### src/hdl/joystick_differential_drive_pwm_assert.svh
// Assertion macros shared by the joystick mixer RTL.
`ifndef JOYSTICK_DIFFERENTIAL_DRIVE_PWM_ASSERT_SVH
`define JOYSTICK_DIFFERENTIAL_DRIVE_PWM_ASSERT_SVH

// Same-cycle implication, disabled while in reset.
`define JDDP_ASSERT_IMPL(label, clk_s, rst_n, ante, cons, msg) \
	label: assert property (@(posedge clk_s) disable iff (!rst_n) (ante) |-> (cons)) \
		else $error(msg);

// Next-cycle implication, disabled while in reset.
`define JDDP_ASSERT_NEXT(label, clk_s, rst_n, ante, cons, msg) \
	label: assert property (@(posedge clk_s) disable iff (!rst_n) (ante) |=> (cons)) \
		else $error(msg);

`endif

### src/hdl/jddp_pkg.sv
// Types and constants of the joystick differential-drive mixer.
package jddp_pkg;

	localparam logic [11:0] MV_CENTRE   = 12'd1650;
	localparam logic [11:0] MV_MAX      = 12'd3400;
	localparam logic [11:0] LEFT_EDGE   = 12'd1600;
	localparam logic [11:0] RIGHT_EDGE  = 12'd1630;
	localparam logic [11:0] Y_CENTRE_LO = 12'd1620;
	localparam logic [11:0] Y_CENTRE_HI = 12'd1670;
	localparam logic [7:0]  FULL_POWER  = 8'd255;

	localparam int MAG_W  = 11;  // |v - centre| for held values
	localparam int DIV_NW = 19;  // divider numerator width
	localparam int DIV_QW = 9;   // divider quotient width

	// n / 1650 ~= (n * 635) >> 20, low by at most one
	localparam logic [9:0]        RECIP_M    = 10'd635;
	localparam int                RECIP_SH   = 20;
	localparam logic [10:0]       DIVISOR    = 11'd1650;
	localparam logic [DIV_NW-1:0] CEIL_BIAS  = 19'd1649;

	localparam int QUEUE_DEPTH = 2;
	localparam int QPTR_W      = 1;

	typedef enum logic [1:0] {
		ZONE_LEFT,
		ZONE_RIGHT,
		ZONE_CENTRE,
		ZONE_STRAIGHT
	} zone_t;

	typedef struct packed {
		logic             is_sample;
		logic             fwd;
		zone_t            zone;
		logic [11:0]      x;
		logic [MAG_W-1:0] dx;
		logic [MAG_W-1:0] dy;
	} entry_t;

	typedef enum logic [3:0] {
		ST_IDLE,
		ST_PX,
		ST_PY,
		ST_PXR,
		ST_PYR,
		ST_MUL,
		ST_DIV,
		ST_WAIT,
		ST_INNER,
		ST_OUT
	} back_state_t;

endpackage

### src/hdl/jddp_front.sv
// Front end: input transfer, held axis update and zone classification.
module jddp_front import jddp_pkg::*; (
	input  logic        clk,
	input  logic        arst_n,
	input  logic        s_tvalid,
	output logic        s_tready,
	input  logic [31:0] s_tdata,   // x_mv[11:0], y_mv[23:12], x_ok[24], y_ok[25], zero pad
	input  logic        s_tuser,   // kind: 0 tick, 1 sample
	input  logic        q_full,
	output logic        q_push,
	output entry_t      q_entry
);

	logic [11:0] x_held_q, y_held_q;
	logic [11:0] x_in, y_in, x_new, y_new, x_diff, y_diff;
	logic        x_ok, y_ok;

	assign x_in = s_tdata[11:0];
	assign y_in = s_tdata[23:12];
	assign x_ok = s_tdata[24];
	assign y_ok = s_tdata[25];

	assign s_tready = !q_full;
	assign q_push   = s_tvalid && !q_full;

	always_comb begin
		x_new = (s_tuser && x_ok && (x_in <= MV_MAX)) ? x_in : x_held_q;
		y_new = (s_tuser && y_ok && (y_in <= MV_MAX)) ? y_in : y_held_q;
		x_diff = (x_new >= MV_CENTRE) ? (x_new - MV_CENTRE) : (MV_CENTRE - x_new);
		y_diff = (y_new >= MV_CENTRE) ? (y_new - MV_CENTRE) : (MV_CENTRE - y_new);

		q_entry.is_sample = s_tuser;
		q_entry.fwd       = (y_new >= MV_CENTRE);
		q_entry.x         = x_new;
		q_entry.dx        = x_diff[MAG_W-1:0];
		q_entry.dy        = y_diff[MAG_W-1:0];
		if (x_new < LEFT_EDGE) begin
			q_entry.zone = ZONE_LEFT;
		end else if (x_new > RIGHT_EDGE) begin
			q_entry.zone = ZONE_RIGHT;
		end else if ((y_new >= Y_CENTRE_LO) && (y_new <= Y_CENTRE_HI)) begin
			q_entry.zone = ZONE_CENTRE;
		end else begin
			q_entry.zone = ZONE_STRAIGHT;
		end
	end

	always_ff @(posedge clk or negedge arst_n) begin
		if (!arst_n) begin
			x_held_q <= MV_CENTRE;
			y_held_q <= MV_CENTRE;
		end else if (q_push && s_tuser) begin
			x_held_q <= x_new;
			y_held_q <= y_new;
		end
	end

endmodule

### src/hdl/jddp_queue.sv
// Short queue of classified items between front and back.
`include "joystick_differential_drive_pwm_assert.svh"
module jddp_queue import jddp_pkg::*; (
	input  logic   clk,
	input  logic   arst_n,
	input  logic   push,
	input  entry_t push_entry,
	output logic   full,
	input  logic   pop,
	output entry_t head,
	output logic   empty
);

	entry_t            slot_q [QUEUE_DEPTH];
	logic [QPTR_W-1:0] wr_ptr_q, rd_ptr_q;
	logic [QPTR_W:0]   count_q;

	localparam logic [QPTR_W-1:0] LAST_SLOT = QPTR_W'(QUEUE_DEPTH - 1);
	localparam logic [QPTR_W:0]   DEPTH_CNT = (QPTR_W + 1)'(QUEUE_DEPTH);

	assign full  = (count_q == DEPTH_CNT);
	assign empty = (count_q == '0);
	assign head  = slot_q[rd_ptr_q];

	always_ff @(posedge clk) begin
		if (push) begin
			slot_q[wr_ptr_q] <= push_entry;
		end
	end

	always_ff @(posedge clk or negedge arst_n) begin
		if (!arst_n) begin
			wr_ptr_q <= '0;
			rd_ptr_q <= '0;
			count_q  <= '0;
		end else begin
			if (push) begin
				wr_ptr_q <= (wr_ptr_q == LAST_SLOT) ? '0 : wr_ptr_q + 1'b1;
			end
			if (pop) begin
				rd_ptr_q <= (rd_ptr_q == LAST_SLOT) ? '0 : rd_ptr_q + 1'b1;
			end
			if (push && !pop) begin
				count_q <= count_q + 1'b1;
			end else if (pop && !push) begin
				count_q <= count_q - 1'b1;
			end
		end
	end

	`JDDP_ASSERT_IMPL(a_q_fill, clk, arst_n, 1'b1, count_q <= DEPTH_CNT, "queue overfilled")
	`JDDP_ASSERT_IMPL(a_q_underflow, clk, arst_n, pop, count_q != '0, "pop from empty queue")
	`JDDP_ASSERT_NEXT(a_q_push, clk, arst_n, push && !pop, count_q == $past(count_q) + 1'b1, "push lost")

endmodule

### src/hdl/jddp_div1650.sv
// Two-stage divide by 1650: reciprocal multiply, then one correction step.
module jddp_div1650 import jddp_pkg::*; (
	input  logic              clk,
	input  logic [DIV_NW-1:0] n,
	output logic [DIV_QW-1:0] q
);

	localparam int PW = DIV_NW + 10;

	logic [DIV_NW-1:0] n_s1;
	logic [PW-1:0]     prod_s1;
	logic [DIV_QW-1:0] q0, q_s2;
	logic [DIV_NW:0]   rem;

	always_comb begin
		q0  = prod_s1[RECIP_SH +: DIV_QW];
		rem = {1'b0, n_s1} - (DIV_NW + 1)'(q0) * (DIV_NW + 1)'(DIVISOR);
	end

	always_ff @(posedge clk) begin
		n_s1    <= n;
		prod_s1 <= PW'(n) * PW'(RECIP_M);
		q_s2    <= (rem >= (DIV_NW + 1)'(DIVISOR)) ? q0 + 1'b1 : q0;
	end

	assign q = q_s2;

endmodule

### src/hdl/jddp_back.sv
// Back end: mix sequencer, duty store, PWM counter and output register.
`include "joystick_differential_drive_pwm_assert.svh"
module jddp_back import jddp_pkg::*; #(
	parameter int PWM_TOP = 255
) (
	input  logic        clk,
	input  logic        arst_n,
	input  entry_t      head,
	input  logic        empty,
	output logic        pop,
	output logic        m_tvalid,
	input  logic        m_tready,
	output logic [39:0] m_tdata
);

	localparam int CW   = $clog2(PWM_TOP + 2);
	localparam int CMPW = (CW > 8) ? CW : 8;

	back_state_t       state_q, state_d;
	entry_t            w_q;
	logic [CW-1:0]     count_q, cnt_inc;
	logic [3:0]        pins_q, tick_pins;
	logic [7:0]        duty_q [4];
	logic [DIV_QW-1:0] px_q;
	logic [7:0]        power_q, power_new;
	logic [DIV_NW-1:0] prod_q, div_n;
	logic [DIV_QW-1:0] div_q, max_p;
	logic [19:0]       prod_full;
	logic [11:0]       mul_a;
	logic [7:0]        r_duty, l_duty, right_inner;
	logic [9:0]        inner_sum;
	logic              out_valid_q, out_free, tick_fire, wrap;
	logic [3:0]        out_pins_q;
	logic [7:0]        out_duty_q [4];

	jddp_div1650 u_div (
		.clk (clk),
		.n   (div_n),
		.q   (div_q)
	);

	assign out_free = !out_valid_q || m_tready;
	assign cnt_inc  = count_q + 1'b1;
	assign wrap     = (cnt_inc > CW'(PWM_TOP));

	always_comb begin
		for (int k = 0; k < 4; k++) begin
			tick_pins[k] = CMPW'(duty_q[k]) > CMPW'(cnt_inc);
		end
	end

	// power from the axis farther from centre
	always_comb begin
		max_p     = (px_q > div_q) ? px_q : div_q;
		power_new = (max_p > DIV_QW'(FULL_POWER)) ? FULL_POWER : max_p[7:0];
		mul_a     = (w_q.zone == ZONE_LEFT) ? w_q.x : 12'(w_q.dx);
		prod_full = mul_a * power_q;
	end

	always_comb begin
		case (state_q)
			ST_PX:   div_n = DIV_NW'({w_q.dx, 8'b0}) - DIV_NW'(w_q.dx);
			ST_PY:   div_n = DIV_NW'({w_q.dy, 8'b0}) - DIV_NW'(w_q.dy);
			ST_DIV:  div_n = (w_q.x >= MV_CENTRE) ? prod_q + CEIL_BIAS : prod_q;
			default: div_n = '0;
		endcase
	end

	// inner wheel of a right turn, and the zone mix
	always_comb begin
		inner_sum = {2'b0, power_q} + 10'(div_q);
		if (w_q.x >= MV_CENTRE) begin
			right_inner = (div_q >= DIV_QW'(power_q)) ? 8'd0 : power_q - div_q[7:0];
		end else begin
			right_inner = (inner_sum > 10'(FULL_POWER)) ? FULL_POWER : inner_sum[7:0];
		end
		case (w_q.zone)
			ZONE_LEFT: begin
				r_duty = power_q;
				l_duty = div_q[7:0];
			end
			ZONE_RIGHT: begin
				r_duty = right_inner;
				l_duty = power_q;
			end
			ZONE_CENTRE: begin
				r_duty = 8'd0;
				l_duty = 8'd0;
			end
			default: begin
				r_duty = power_q;
				l_duty = power_q;
			end
		endcase
	end

	always_comb begin
		state_d   = state_q;
		pop       = 1'b0;
		tick_fire = 1'b0;
		case (state_q)
			ST_IDLE: begin
				if (!empty && out_free) begin
					pop = 1'b1;
					if (head.is_sample) begin
						state_d = ST_PX;
					end else begin
						tick_fire = 1'b1;
					end
				end
			end
			ST_PX:    state_d = ST_PY;
			ST_PY:    state_d = ST_PXR;
			ST_PXR:   state_d = ST_PYR;
			ST_PYR:   state_d = ST_MUL;
			ST_MUL:   state_d = ST_DIV;
			ST_DIV:   state_d = ST_WAIT;
			ST_WAIT:  state_d = ST_INNER;
			ST_INNER: state_d = ST_OUT;
			ST_OUT: begin
				if (out_free) begin
					state_d = ST_IDLE;
				end
			end
			default:  state_d = ST_IDLE;
		endcase
	end

	always_ff @(posedge clk or negedge arst_n) begin
		if (!arst_n) begin
			state_q <= ST_IDLE;
		end else begin
			state_q <= state_d;
		end
	end

	always_ff @(posedge clk) begin
		if (pop) begin
			w_q <= head;
		end
		if (state_q == ST_PXR) begin
			px_q <= div_q;
		end
		if (state_q == ST_PYR) begin
			power_q <= power_new;
		end
		if (state_q == ST_MUL) begin
			prod_q <= prod_full[DIV_NW-1:0];
		end
	end

	always_ff @(posedge clk or negedge arst_n) begin
		if (!arst_n) begin
			count_q <= '0;
			pins_q  <= '0;
			for (int k = 0; k < 4; k++) begin
				duty_q[k] <= '0;
			end
		end else if (tick_fire) begin
			count_q <= wrap ? '0 : cnt_inc;
			pins_q  <= wrap ? 4'hF : tick_pins;
		end else if (state_q == ST_INNER) begin
			duty_q[0] <= w_q.fwd ? r_duty : 8'd0;
			duty_q[1] <= w_q.fwd ? l_duty : 8'd0;
			duty_q[2] <= w_q.fwd ? 8'd0 : r_duty;
			duty_q[3] <= w_q.fwd ? 8'd0 : l_duty;
		end
	end

	always_ff @(posedge clk or negedge arst_n) begin
		if (!arst_n) begin
			out_valid_q <= 1'b0;
		end else if (tick_fire || ((state_q == ST_OUT) && out_free)) begin
			out_valid_q <= 1'b1;
		end else if (m_tready) begin
			out_valid_q <= 1'b0;
		end
	end

	always_ff @(posedge clk) begin
		if (tick_fire) begin
			out_pins_q <= wrap ? 4'hF : tick_pins;
			out_duty_q <= duty_q;
		end else if ((state_q == ST_OUT) && out_free) begin
			out_pins_q <= pins_q;
			out_duty_q <= duty_q;
		end
	end

	assign m_tvalid = out_valid_q;
	assign m_tdata  = {4'b0, out_duty_q[3], out_duty_q[2], out_duty_q[1], out_duty_q[0],
		out_pins_q};

	`JDDP_ASSERT_IMPL(a_count_range, clk, arst_n, 1'b1, count_q <= CW'(PWM_TOP), "counter past top")
	`JDDP_ASSERT_IMPL(a_dir_zero, clk, arst_n, state_q == ST_OUT, w_q.fwd ? (duty_q[2] == 8'd0 && duty_q[3] == 8'd0) : (duty_q[0] == 8'd0 && duty_q[1] == 8'd0), "unused direction driven")
	`JDDP_ASSERT_NEXT(a_sample_busy, clk, arst_n, pop && head.is_sample, !pop && !m_tvalid || !pop, "pop during mix")

endmodule

### src/hdl/joystick_differential_drive_pwm.sv
// Top level of the joystick differential-drive mixer with PWM outputs.
//
// Every input transfer gives exactly one output transfer. A tick (tuser 0) steps the
// PWM counter, which runs 0..PWM_TOP and wraps with all four pins high; each pin is
// otherwise high while its duty exceeds the stepped counter. A sample (tuser 1)
// updates the held X/Y millivolt values (each only if its ok flag is set and the
// value is at most 3400) and recomputes the four duties; pins and counter stay.
// The front end takes a transfer whenever the two-entry queue has room, so input
// is accepted while the back end works or a result waits on m_tready. A tick is
// handled in the idle state and goes straight to the output register. A sample is
// stepped by its sequencer through PX, PY, PXR, PYR, MUL, DIV, WAIT, INNER and OUT:
// one two-stage divide-by-1650 unit is used three times in turn (X power, Y power,
// inner wheel), with one registered multiply between. Reset brings the held values
// to 1650 mV and counter, pins and duties to zero; there is no clearing pass.
module joystick_differential_drive_pwm import jddp_pkg::*; #(
	parameter int PWM_TOP = 255
) (
	input  logic        clk,
	input  logic        arst_n,
	input  logic        s_tvalid,
	output logic        s_tready,
	input  logic [31:0] s_tdata,   // x_mv[11:0], y_mv[23:12], x_ok[24], y_ok[25], zero pad
	input  logic        s_tuser,   // kind: 0 tick, 1 sample
	output logic        m_tvalid,
	input  logic        m_tready,
	// right_fwd_pin[0], left_fwd_pin[1], right_back_pin[2], left_back_pin[3],
	// right_fwd_duty[11:4], left_fwd_duty[19:12], right_back_duty[27:20],
	// left_back_duty[35:28], zero pad
	output logic [39:0] m_tdata
);

	entry_t push_entry, head;
	logic   push, full, pop, empty;

	// front: input transfer and classification
	jddp_front u_front (
		.clk      (clk),
		.arst_n   (arst_n),
		.s_tvalid (s_tvalid),
		.s_tready (s_tready),
		.s_tdata  (s_tdata),
		.s_tuser  (s_tuser),
		.q_full   (full),
		.q_push   (push),
		.q_entry  (push_entry)
	);

	// decouples the two sides
	jddp_queue u_queue (
		.clk        (clk),
		.arst_n     (arst_n),
		.push       (push),
		.push_entry (push_entry),
		.full       (full),
		.pop        (pop),
		.head       (head),
		.empty      (empty)
	);

	// back: mixing, PWM and the output register
	jddp_back #(
		.PWM_TOP (PWM_TOP)
	) u_back (
		.clk      (clk),
		.arst_n   (arst_n),
		.head     (head),
		.empty    (empty),
		.pop      (pop),
		.m_tvalid (m_tvalid),
		.m_tready (m_tready),
		.m_tdata  (m_tdata)
	);

endmodule
### config.mk
export PLATFORM = sky130hd
export DESIGN_NAME = joystick_differential_drive_pwm
export DESIGN_NICKNAME = d
export VERILOG_FILES = /design/src/hdl/jddp_pkg.sv /design/src/hdl/jddp_front.sv /design/src/hdl/jddp_queue.sv /design/src/hdl/jddp_div1650.sv /design/src/hdl/jddp_back.sv /design/src/hdl/joystick_differential_drive_pwm.sv
export VERILOG_INCLUDE_DIRS = /design/src /design/src/hdl
export SDC_FILE = /design/constraint.sdc
export NUM_CORES = 1
export LEC_CHECK = 0
export BUFFER_PORTS_ARGS = -buffer_cell sky130_fd_sc_hd__buf_4
export CORE_ASPECT_RATIO = 1.25
export CORE_MARGIN = 3
export CORE_UTILIZATION = 35
export DETAILED_ROUTE_END_ITERATION = 10
export SLEW_MARGIN = 20
export SYNTH_ARGS = -nofsm -noshare
export SYNTH_HDL_FRONTEND = slang
export SYNTH_HIERARCHICAL = 1
export SYNTH_SLANG_ARGS = --single-unit
### constraint.sdc
create_clock -name clk -period 10.9 [get_ports clk]
set_input_delay 1.635 -clock clk [delete_from_list [all_inputs] [get_ports clk]]
set_output_delay 1.635 -clock clk [all_outputs]
set_load 0.02 [all_outputs]
# ---- Word-level counts from Yosys, hierarchy flattened
# Memories as Yosys holds them, arrays and structs flattened.
# Cells that the tools add are included.
dict set report classes {
  n_addsub 16
  multipliers 3
  magnitude_cmp 19
  n_eq_ne 15
  n_mux 44
  bitwise 1
  n_reduce_logical 26
}
# operator count
set op_table {}
lappend op_table {{$mux 32} 2}
lappend op_table {{$pmux 19 s3} 1}
lappend op_table {{$mux 8} 7}
lappend op_table {{$ge 12x11->1 const B} 4}
lappend op_table {{$pmux 4 s10} 1}
lappend op_table {{$sub 19x11->19} 2}
lappend op_table {{$gt 8x9->1} 4}
lappend op_table {{$mux 12} 3}
lappend op_table {{$pmux 8 s2} 2}
lappend op_table {{$mul 19x10->29 const B} 1}
lappend op_table {{$mux 9} 3}
lappend op_table {{$le 12x12->1 const B} 2}
lappend op_table {{$mux 4} 6}
lappend op_table {{$mux 11} 2}
lappend op_table {{$sub 11x11->11 const A} 2}
lappend op_table {{$sub 11x11->11 const B} 2}
lappend op_table {{$ge 20x11->1 const B} 1}
lappend op_table {{$sub 19x20->20} 1}
lappend op_table {{$add 19x11->19 const B} 1}
lappend op_table {{$mul 12x8->19} 1}
lappend op_table {{$mul 9x10->19 const B} 1}
lappend op_table {{$mux 19} 1}
lappend op_table {{$add 9x1->9 const B} 2}
lappend op_table {{$gt 9x8->1 const B} 2}
lappend op_table {{other kinds (29)} 70}
dict set report word_totals {
  regBits 244
  ramBits 76
  inputBits 37
  out_inout_bits 42
  word_cells 154
  mem_count 1
}
# name words word_bits rd rd_ports_with_merged_regs write_ports line
set memory_table {}
lappend memory_table {u_queue.slot_q 2 38 1 0 1 jddp_queue.sv:14} ;# entry_t slot_q [QUEUE_DEPTH];

# ---- Logic depth before layout (Yosys ltp)
# Gate-level depths: netlist of run 1.
dict set report logic_depth {
  word_depth 8
  depth_mapped 28
  ltp_nobuf 27
}

# ---- Modules after synthesis
# Netlist of run 1, hierarchy kept.
# module n_inst cells_per_inst area_per_inst_um2 seq_area_each_um2
set modules_own_cells {}
lappend modules_own_cells {jddp_back 1 1231 12396.9 4524.3}
lappend modules_own_cells {jddp_div1650 1 665 6811.5 720.7}
lappend modules_own_cells {jddp_queue 1 134 2975.4 2382.3}
lappend modules_own_cells {jddp_front 1 340 2732.6 615.6}

# ---- Worst setup path after synthesis of run 1
# Ideal clock, no wire load.
dict set report synth_path {
  kind {register to register}
  startpoint {register u_back/w_q[2] (netlist name)}
  endpoint {register u_back.u_div.prod_s1[28]}
  setup_time_ns 0.072
  arrival_ns 6.639
  required_ns 10.828
  path_slack_ns 4.189
  path_stages_with_launch 23
  n_path_buf 0
  synth_period_minus_slack_ns 6.711
  cell_sequence {edfxtp_1 -> ha_1 -> and3_1 -> and2_1 -> a2111oi_0 -> xor2_1 -> a22oi_1 -> o21ai_0 -> fa_1 -> fa_1 -> fa_1 -> fa_1 -> fa_1 -> ha_1 -> and3_1 -> nor2b_1 -> a211oi_1 -> o211ai_1 -> nand4_1 -> o2bb2ai_1 -> o211ai_1 -> o41ai_1 -> xnor2_1}
}
dict set report synth_via {
  elab_chain_len 3
}
# item line
set synth_rtl {}
lappend synth_rtl {{start, declared} jddp_back.sv:20} ;# entry_t w_q;
lappend synth_rtl {{start signal, assigned} jddp_back.sv:139} ;# w_q <= head;
lappend synth_rtl {{$sub 19x11->19} jddp_back.sv:63} ;# ST_PY: div_n = DIV_NW'({w_q.dy, 8'b0}) - DIV_NW'(w_q.dy);
lappend synth_rtl {{$pmux 19 s3} jddp_back.sv:61} ;# case (state_q)
lappend synth_rtl {{via u_back.div_n[13]} jddp_back.sv:26} ;# logic [DIV_NW-1:0] prod_q, div_n;
lappend synth_rtl {{$mul 19x10->29} jddp_div1650.sv:22} ;# prod_s1 <= PW'(n) * PW'(RECIP_M);
lappend synth_rtl {{end signal, assigned} jddp_div1650.sv:22}
lappend synth_rtl {{end, declared} jddp_div1650.sv:11} ;# logic [PW-1:0] prod_s1;
# The timed path passes the listed nets, and every way through them passes these cells.
# A chain may end at the register's enable or synchronous reset.

# ---- Worst setup path after layout of run 1
dict set report layout_path {
  startpoint {register u_back/w_q[19] (netlist name)}
  endpoint {register u_back.u_div.prod_s1[28]}
}
dict set report layout_via {
  elab_chain_len 3
}
# item line
set layout_rtl {}
lappend layout_rtl {{$sub 19x11->19} jddp_back.sv:62} ;# ST_PX: div_n = DIV_NW'({w_q.dx, 8'b0}) - DIV_NW'(w_q.dx);
lappend layout_rtl {{$pmux 19 s3} jddp_back.sv:61}
lappend layout_rtl {{via u_back.div_n[12]} jddp_back.sv:26}
lappend layout_rtl {{$mul 19x10->29} jddp_div1650.sv:22}
# The timed path passes the listed nets, and every way through them passes these cells.

==> results.cfg, run 1 <==
[critical_path]
cp_top_family = adder cells
crit_start = u_back/w_q[19]
cp.depth = 22
startpoint_type = register
crit_slowest_cell = fa_1
crit_path_end = u_back/u_div/prod_s1[28]
worstSetupPathType = reg -> reg
cp_num_buf_inv = 1
endpoint_kind = register
crit_arrival_ns = 7.72
critPathMaxFanout = 8
cpMostUsedCell = fa_1
cp_data_required_time_ns = 11.41
reg2reg_to = u_back/u_div/prod_s1[28]
r2r_slack_ns = 3.69
timing.rr.start = u_back/w_q[19]
max_stage_delay_ns = 0.57
crit_chain = inv_1, ha_1, nand4b_1, nand3b_1, o21ai_0, o21ai_0, a221o_1, fa_1, fa_1, fa_1, fa_1, fa_1, ha_1, and3_1, nor2b_1, a211oi_1, o211ai_1, nand4_1, o2bb2ai_1, o211ai_1, o41ai_1, xnor2_1
reg2reg_depth = 22

[die]
coreArea_sq_um = 70000
die_h_microns = 304
initial_utilization = 0.356
num_rows = 108
ios = 79
die_w_microns = 245
die-area_sq_um = 74400

[placed_design]
finalWeightedCongestion = 0.861
place_area_sq_um = 26600
portBuffers = 68
hpwlAfterDp_microns = 45700

[synth]
synthDistinctLibCells = 110
ys_warn_count = 6
synth_xor_area_frac = 0.0475
synth_top_area_share = 0.223
ys_ff_latch = 299
yosysSeqAreaShare = 0.331
synth_edf_count = 185
yosysTopAreaCell = edfxtp_1
yosysMostFrequentCell = ha_1
yosys.area_share.adder = 0.272
synth-simple-area-share = 0.117
async_reset_ff_frac = 0.261
synth_area_leaders = edfxtp_1, ha_1, fa_1
muxShareOfSynthArea = 0.0455
synth-main-ff-cell = edfxtp_1
synth_cells = 2370
synth-compound-area-share = 0.131
syn-cell-area_sq_um = 24900
synth_top_family_by_area = adder cells
avgSynthCellArea_sq_um = 10.5
synthTopCellsByCount = ha_1, inv_1, edfxtp_1

[sta]
tightestPinTransition_ns = 1.07
fin_crit_ns = 7.21
hold_violations = 0
relSlewSlack = 0.269
rsz0062_at_grt = no
fmax_ghz = 0.139
finalSetupViolations = 0
maxSlewViolCount = 0
clock_skew_ns = 0.0300
period_share = 0.661
tns_ns = 0

[detailed_routing]
wl_per_cell_microns = 17.1
initialDrtViolationCount = 978
vias = 17800
final_antenna_net_count = 0
first_pass_iters = 5
drt_wl_total_microns = 58200
avgViaCountPerCell = 5.24
drc = 0

[clock_tree]
cts_made_buffers = 30
path_clk_slew_ns = 0.06
ctsHoldBuffers = 0
cts_num_sinks = 299
cts_tree = done
clockRootBuffer = clkbuf_16
cts_buffer_depth = 3
cts_resized = 0
cts_setup_buffers = 0
h-tree-depth = 1
clock_latency_ns = 0.58

[worst_hold_path]
hp-class = reg -> reg

[layout]
syn2layout_area_growth_pct = 10.4
diodes = 0
finalCoreUtilization = 0.393
nets = 2929
drive_gt1_frac = 0.110
fillCellCount = 6914
design_area_sq_um = 27500

[grt]
grt_pass1_wl_microns = 95200
grt_pass1_vias = 18500
grt_max_degree = 68
grt_use_total = 0.155
overflow = 0
antenna_found_initial = 0

[outcome]
status = completed

[job]
cap_violations = 0
[per-layer routing]
metal,track usage,routed length [microns],vias up
li1,-,-,8532
met1,0.188,23900,8794
met2,0.287,30200,405
met3,0.0137,2110,116
met4,0.0518,1960,0
met5,0,0,-
[how the worst min path moves through the flow]
stage	end	cells past startpoint	from
2_1_floorplan	u_back/m_tdata[12]	0	u_back/duty_q[16]
3_3_place_gp	u_back/m_tdata[20]	0	u_back/duty_q[8]
3_5_place_dp	u_back/m_tdata[20]	0	u_back/duty_q[8]
4_1_cts	u_back/m_tdata[20]	0	u_back/duty_q[8]
5_1_grt	u_back/m_tdata[20]	0	u_back/duty_q[8]
6_report	u_front/x_held_q[9]	2	u_front/x_held_q[9]
[area by class of cell]
class / instances / area [sq um] / area share
clock buffers: 40 / 798 / 0.0290
well taps: 935 / 1170 / 0.0425
multi-input cells: 1742 / 15300 / 0.558
flip-flops and latches: 299 / 8240 / 0.300
clock inverters: 16 / 130 / 0.00473
inverters: 266 / 998 / 0.0363
repair buffers: 108 / 823 / 0.0299
[registers in the layout (all words and copies together), names as in the netlist]
name,flops
u_back/count_q,9
u_back/duty_q,32
u_back/m_tdata,32
u_back/m_tvalid,1
u_back/out_pins_q,4
u_back/pins_q,4
u_back/power_q,8
u_back/prod_q,19
u_back/px_q,9
u_back/state_q,4
u_back/u_div/n_s1,18
u_back/u_div/prod_s1,9
u_back/u_div/q,9
u_back/w_q,37
u_front/x_held_q,12
u_front/y_held_q,12
u_queue/count_q,2
u_queue/rd_ptr_q,1
u_queue/slot_q,76
u_queue/wr_ptr_q,1
[cells by family after synthesis]
family                   after synthesis
XOR/XNOR                             135
AO/OA/AOI/OAI                        477
buffers and inverters                332
multiplexers                         102
AND/OR/NAND/NOR                      579
other                                  1
adder cells (fa/ha/maj)              445
flip-flops                           299
[cells in the final DEF (no fill, tap or decap), types with 16 or more instances in the layout]
master / count
nand2_1: 126
o21ai_0: 99
o31ai_1: 17
clkbuf_16: 30
and3_1: 24
xnor2_1: 85
dfxtp_1: 36
dfrtp_1: 66
fa_1: 162
edfxtp_1: 185
nor2_1: 175
ha_1: 283
nor2b_1: 29
nor3_1: 39
nand4_1: 16
a21oi_1: 109
mux2_2: 36
inv_1: 258
a21o_1: 23
nand2b_1: 34
mux2i_1: 52
nand3_1: 47
a22oi_1: 16
o21a_1: 18
buf_4: 107
xor2_1: 50
[per-stage QoR]
stage,worst slack (ns),std cells,hold slack [ns]
floorplan,4.19,2373,0.425
global placement,3.76,3349,0.465
detailed placement,3.69,3349,0.468
CTS,3.65,3405,0.491
global route,3.12,3406,0.510
finish,3.69,3406,0.492
[worst register-to-register path: stages (launching register included)]
cell       delay [ns]
edfxtp_1         0.54
inv_1            0.11
ha_1             0.35
nand4b_1         0.31
nand3b_1         0.30
o21ai_0          0.18
o21ai_0          0.10
a221o_1          0.55
fa_1             0.52
fa_1             0.57
fa_1             0.45
fa_1             0.57
fa_1             0.42
ha_1             0.32
and3_1           0.19
nor2b_1          0.12
a211oi_1         0.29
o211ai_1         0.17
nand4_1          0.14
o2bb2ai_1        0.23
o211ai_1         0.18
o41ai_1          0.38
xnor2_1          0.17
Power of run 1 is left out: the tool's default activity adds up to more than one toggle a clock period on the data nets, which glitch-free logic cannot reach.
==> run 2, diff against run 1 <==
==> constraint.sdc (replaced) <==
create_clock -name clk -period 7.3 [get_ports clk]
set_input_delay 1.095 -clock clk [delete_from_list [all_inputs] [get_ports clk]]
set_output_delay 1.095 -clock clk [all_outputs]
set_load 0.02 [all_outputs]
==> results.cfg, run 2 (synthesis results as in run 1) <==
[grt]
overflow = 0
met2_usage = 0.291
gr-usage-met1 = 0.185
grt_pass1_wl_microns = 96000
grt_use_met3 = 0.0155
grt_max_degree = 68
grt-busiest-layer = met2
grt_pass1_vias = 19000
antenna_found_initial = 0
grt_use_total = 0.157

[sta]
rsz0062_at_grt = yes
period_share = 0.944
tightestPinTransition_ns = 1.03
clock_skew_ns = 0.0334
hold_violations = 0
fin_crit_ns = 6.89
fmax_ghz = 0.145
maxSlewViolCount = 0
relSlewSlack = 0.296
tns_ns = 0
finalSetupViolations = 0

[critical_path]
cp_data_required_time_ns = 7.78
endpoint_kind = register
critPathMaxFanout = 5
startpoint_type = register
crit_arrival_ns = 7.37
worstSetupPathType = reg -> reg

[worst_hold_path]
hp-class = in -> async

[detailed_routing]
wl_per_cell_microns = 16.9
final_antenna_net_count = 0
first_pass_iters = 5
drt_wl_total_microns = 58100
initialDrtViolationCount = 933
vias = 17900
avgViaCountPerCell = 5.23
drc = 0

[clock_tree]
cts_num_sinks = 299
cts_buffer_depth = 3
ctsHoldBuffers = 0
cts_made_buffers = 29
h-tree-depth = 1
clockRootBuffer = clkbuf_16
cts_resized = 0
clock_latency_ns = 0.59
path_clk_slew_ns = 0.07
cts_tree = done
cts_setup_buffers = 0

[die]
num_rows = 108
die_w_microns = 245
coreArea_sq_um = 70000
die_h_microns = 304
die-area_sq_um = 74400
ios = 79
initial_utilization = 0.356

[layout]
largest_reg_flops = 76
design_area_sq_um = 27800
regMostFlops = u_queue/slot_q
syn2layout_area_growth_pct = 11.4
nets = 2952
finalCoreUtilization = 0.397
mostFrequentLayoutCells = ha_1, inv_1, edfxtp_1
reg.largest.list = u_queue/slot_q (76), u_back/w_q (37)
final_common_cell = ha_1
drive_gt1_frac = 0.123
diodes = 0

[placed_design]
place_area_sq_um = 26700
portBuffers = 68
finalWeightedCongestion = 0.878
hpwlAfterDp_microns = 46300

[job]
cap_violations = 0

[outcome]
status = completed
==> run 2: cell types whose count changed in the layout (fill, tap and decap cells not counted), moves of 2 or more <==
cell        delta
bufinv_16      +3
clkinv_1       -4
o21ai_0        -2
buf_4         +24
clkbuf_1       -4
clkinvlp_4     +5
==> run 2: final timing paths <==
kind	startpoint	endpoint	slack, ns	cells past startpoint
max	u_back/w_q[20]	u_back/u_div/prod_s1[28]	0.41	24
min reg2reg	u_back/duty_q[8]	u_back/m_tdata[20]	0.47	0
max reg2reg	u_back/w_q[20]	u_back/u_div/prod_s1[28]	0.41	24
min in group clk	u_back/duty_q[8]	u_back/m_tdata[20]	0.47	0
min	arst_n	u_back/count_q[1]	0.34	1
max in group asynchronous	arst_n	u_front/y_held_q[3]	5.81	2
==> run 2: worst max-delay path, stage by stage, from the launching register on <==
cell       delay, ns
edfxtp_1        0.43
inv_1           0.19
ha_1            0.31
a21o_1          0.21
a21o_1          0.19
buf_4           0.15
nor4_1          0.31
xor2_1          0.18
a22oi_1         0.10
o21ai_1         0.36
ha_1            0.35
fa_1            0.54
fa_1            0.44
fa_1            0.57
fa_1            0.43
ha_1            0.31
and3_1          0.19
nor2b_1         0.13
a211oi_1        0.29
o211ai_1        0.16
nand4_1         0.12
o2bb2ai_1       0.22
o211ai_1        0.20
o41ai_2         0.25
xnor2_1         0.17
==> run 2: cell type report <==
type                    count  area [sq um]
clock buffers              36           772
flip-flops and latches    299          8240
multi-input cells        1742         15400
repair buffers            132          1000
well taps                 935          1170
clock inverters            18           215
inverters                 266           998
fillers                  6921         42200
==> run 2: stage by stage <==
step / hold WS [ns] / instances / worst slack [ns]
after floorplan: 0.425 / 2373 / 0.589
after global placement: 0.466 / 3373 / 0.245
after detailed placement: 0.456 / 3373 / 0.138
after CTS: 0.315 / 3427 / 0.115
after global routing: 0.330 / 3428 / -0.0141
final: 0.342 / 3428 / 0.410
==> run 2: per-layer routing <==
| layer | wire, microns | vias up |
|---|---|---|
| li1 | - | 8587 |
| met1 | 23800 | 8813 |
| met2 | 30400 | 387 |
| met3 | 1830 | 144 |
| met4 | 2100 | 0 |
| met5 | 0 | - |
Power of run 2 is left out for the same reason.
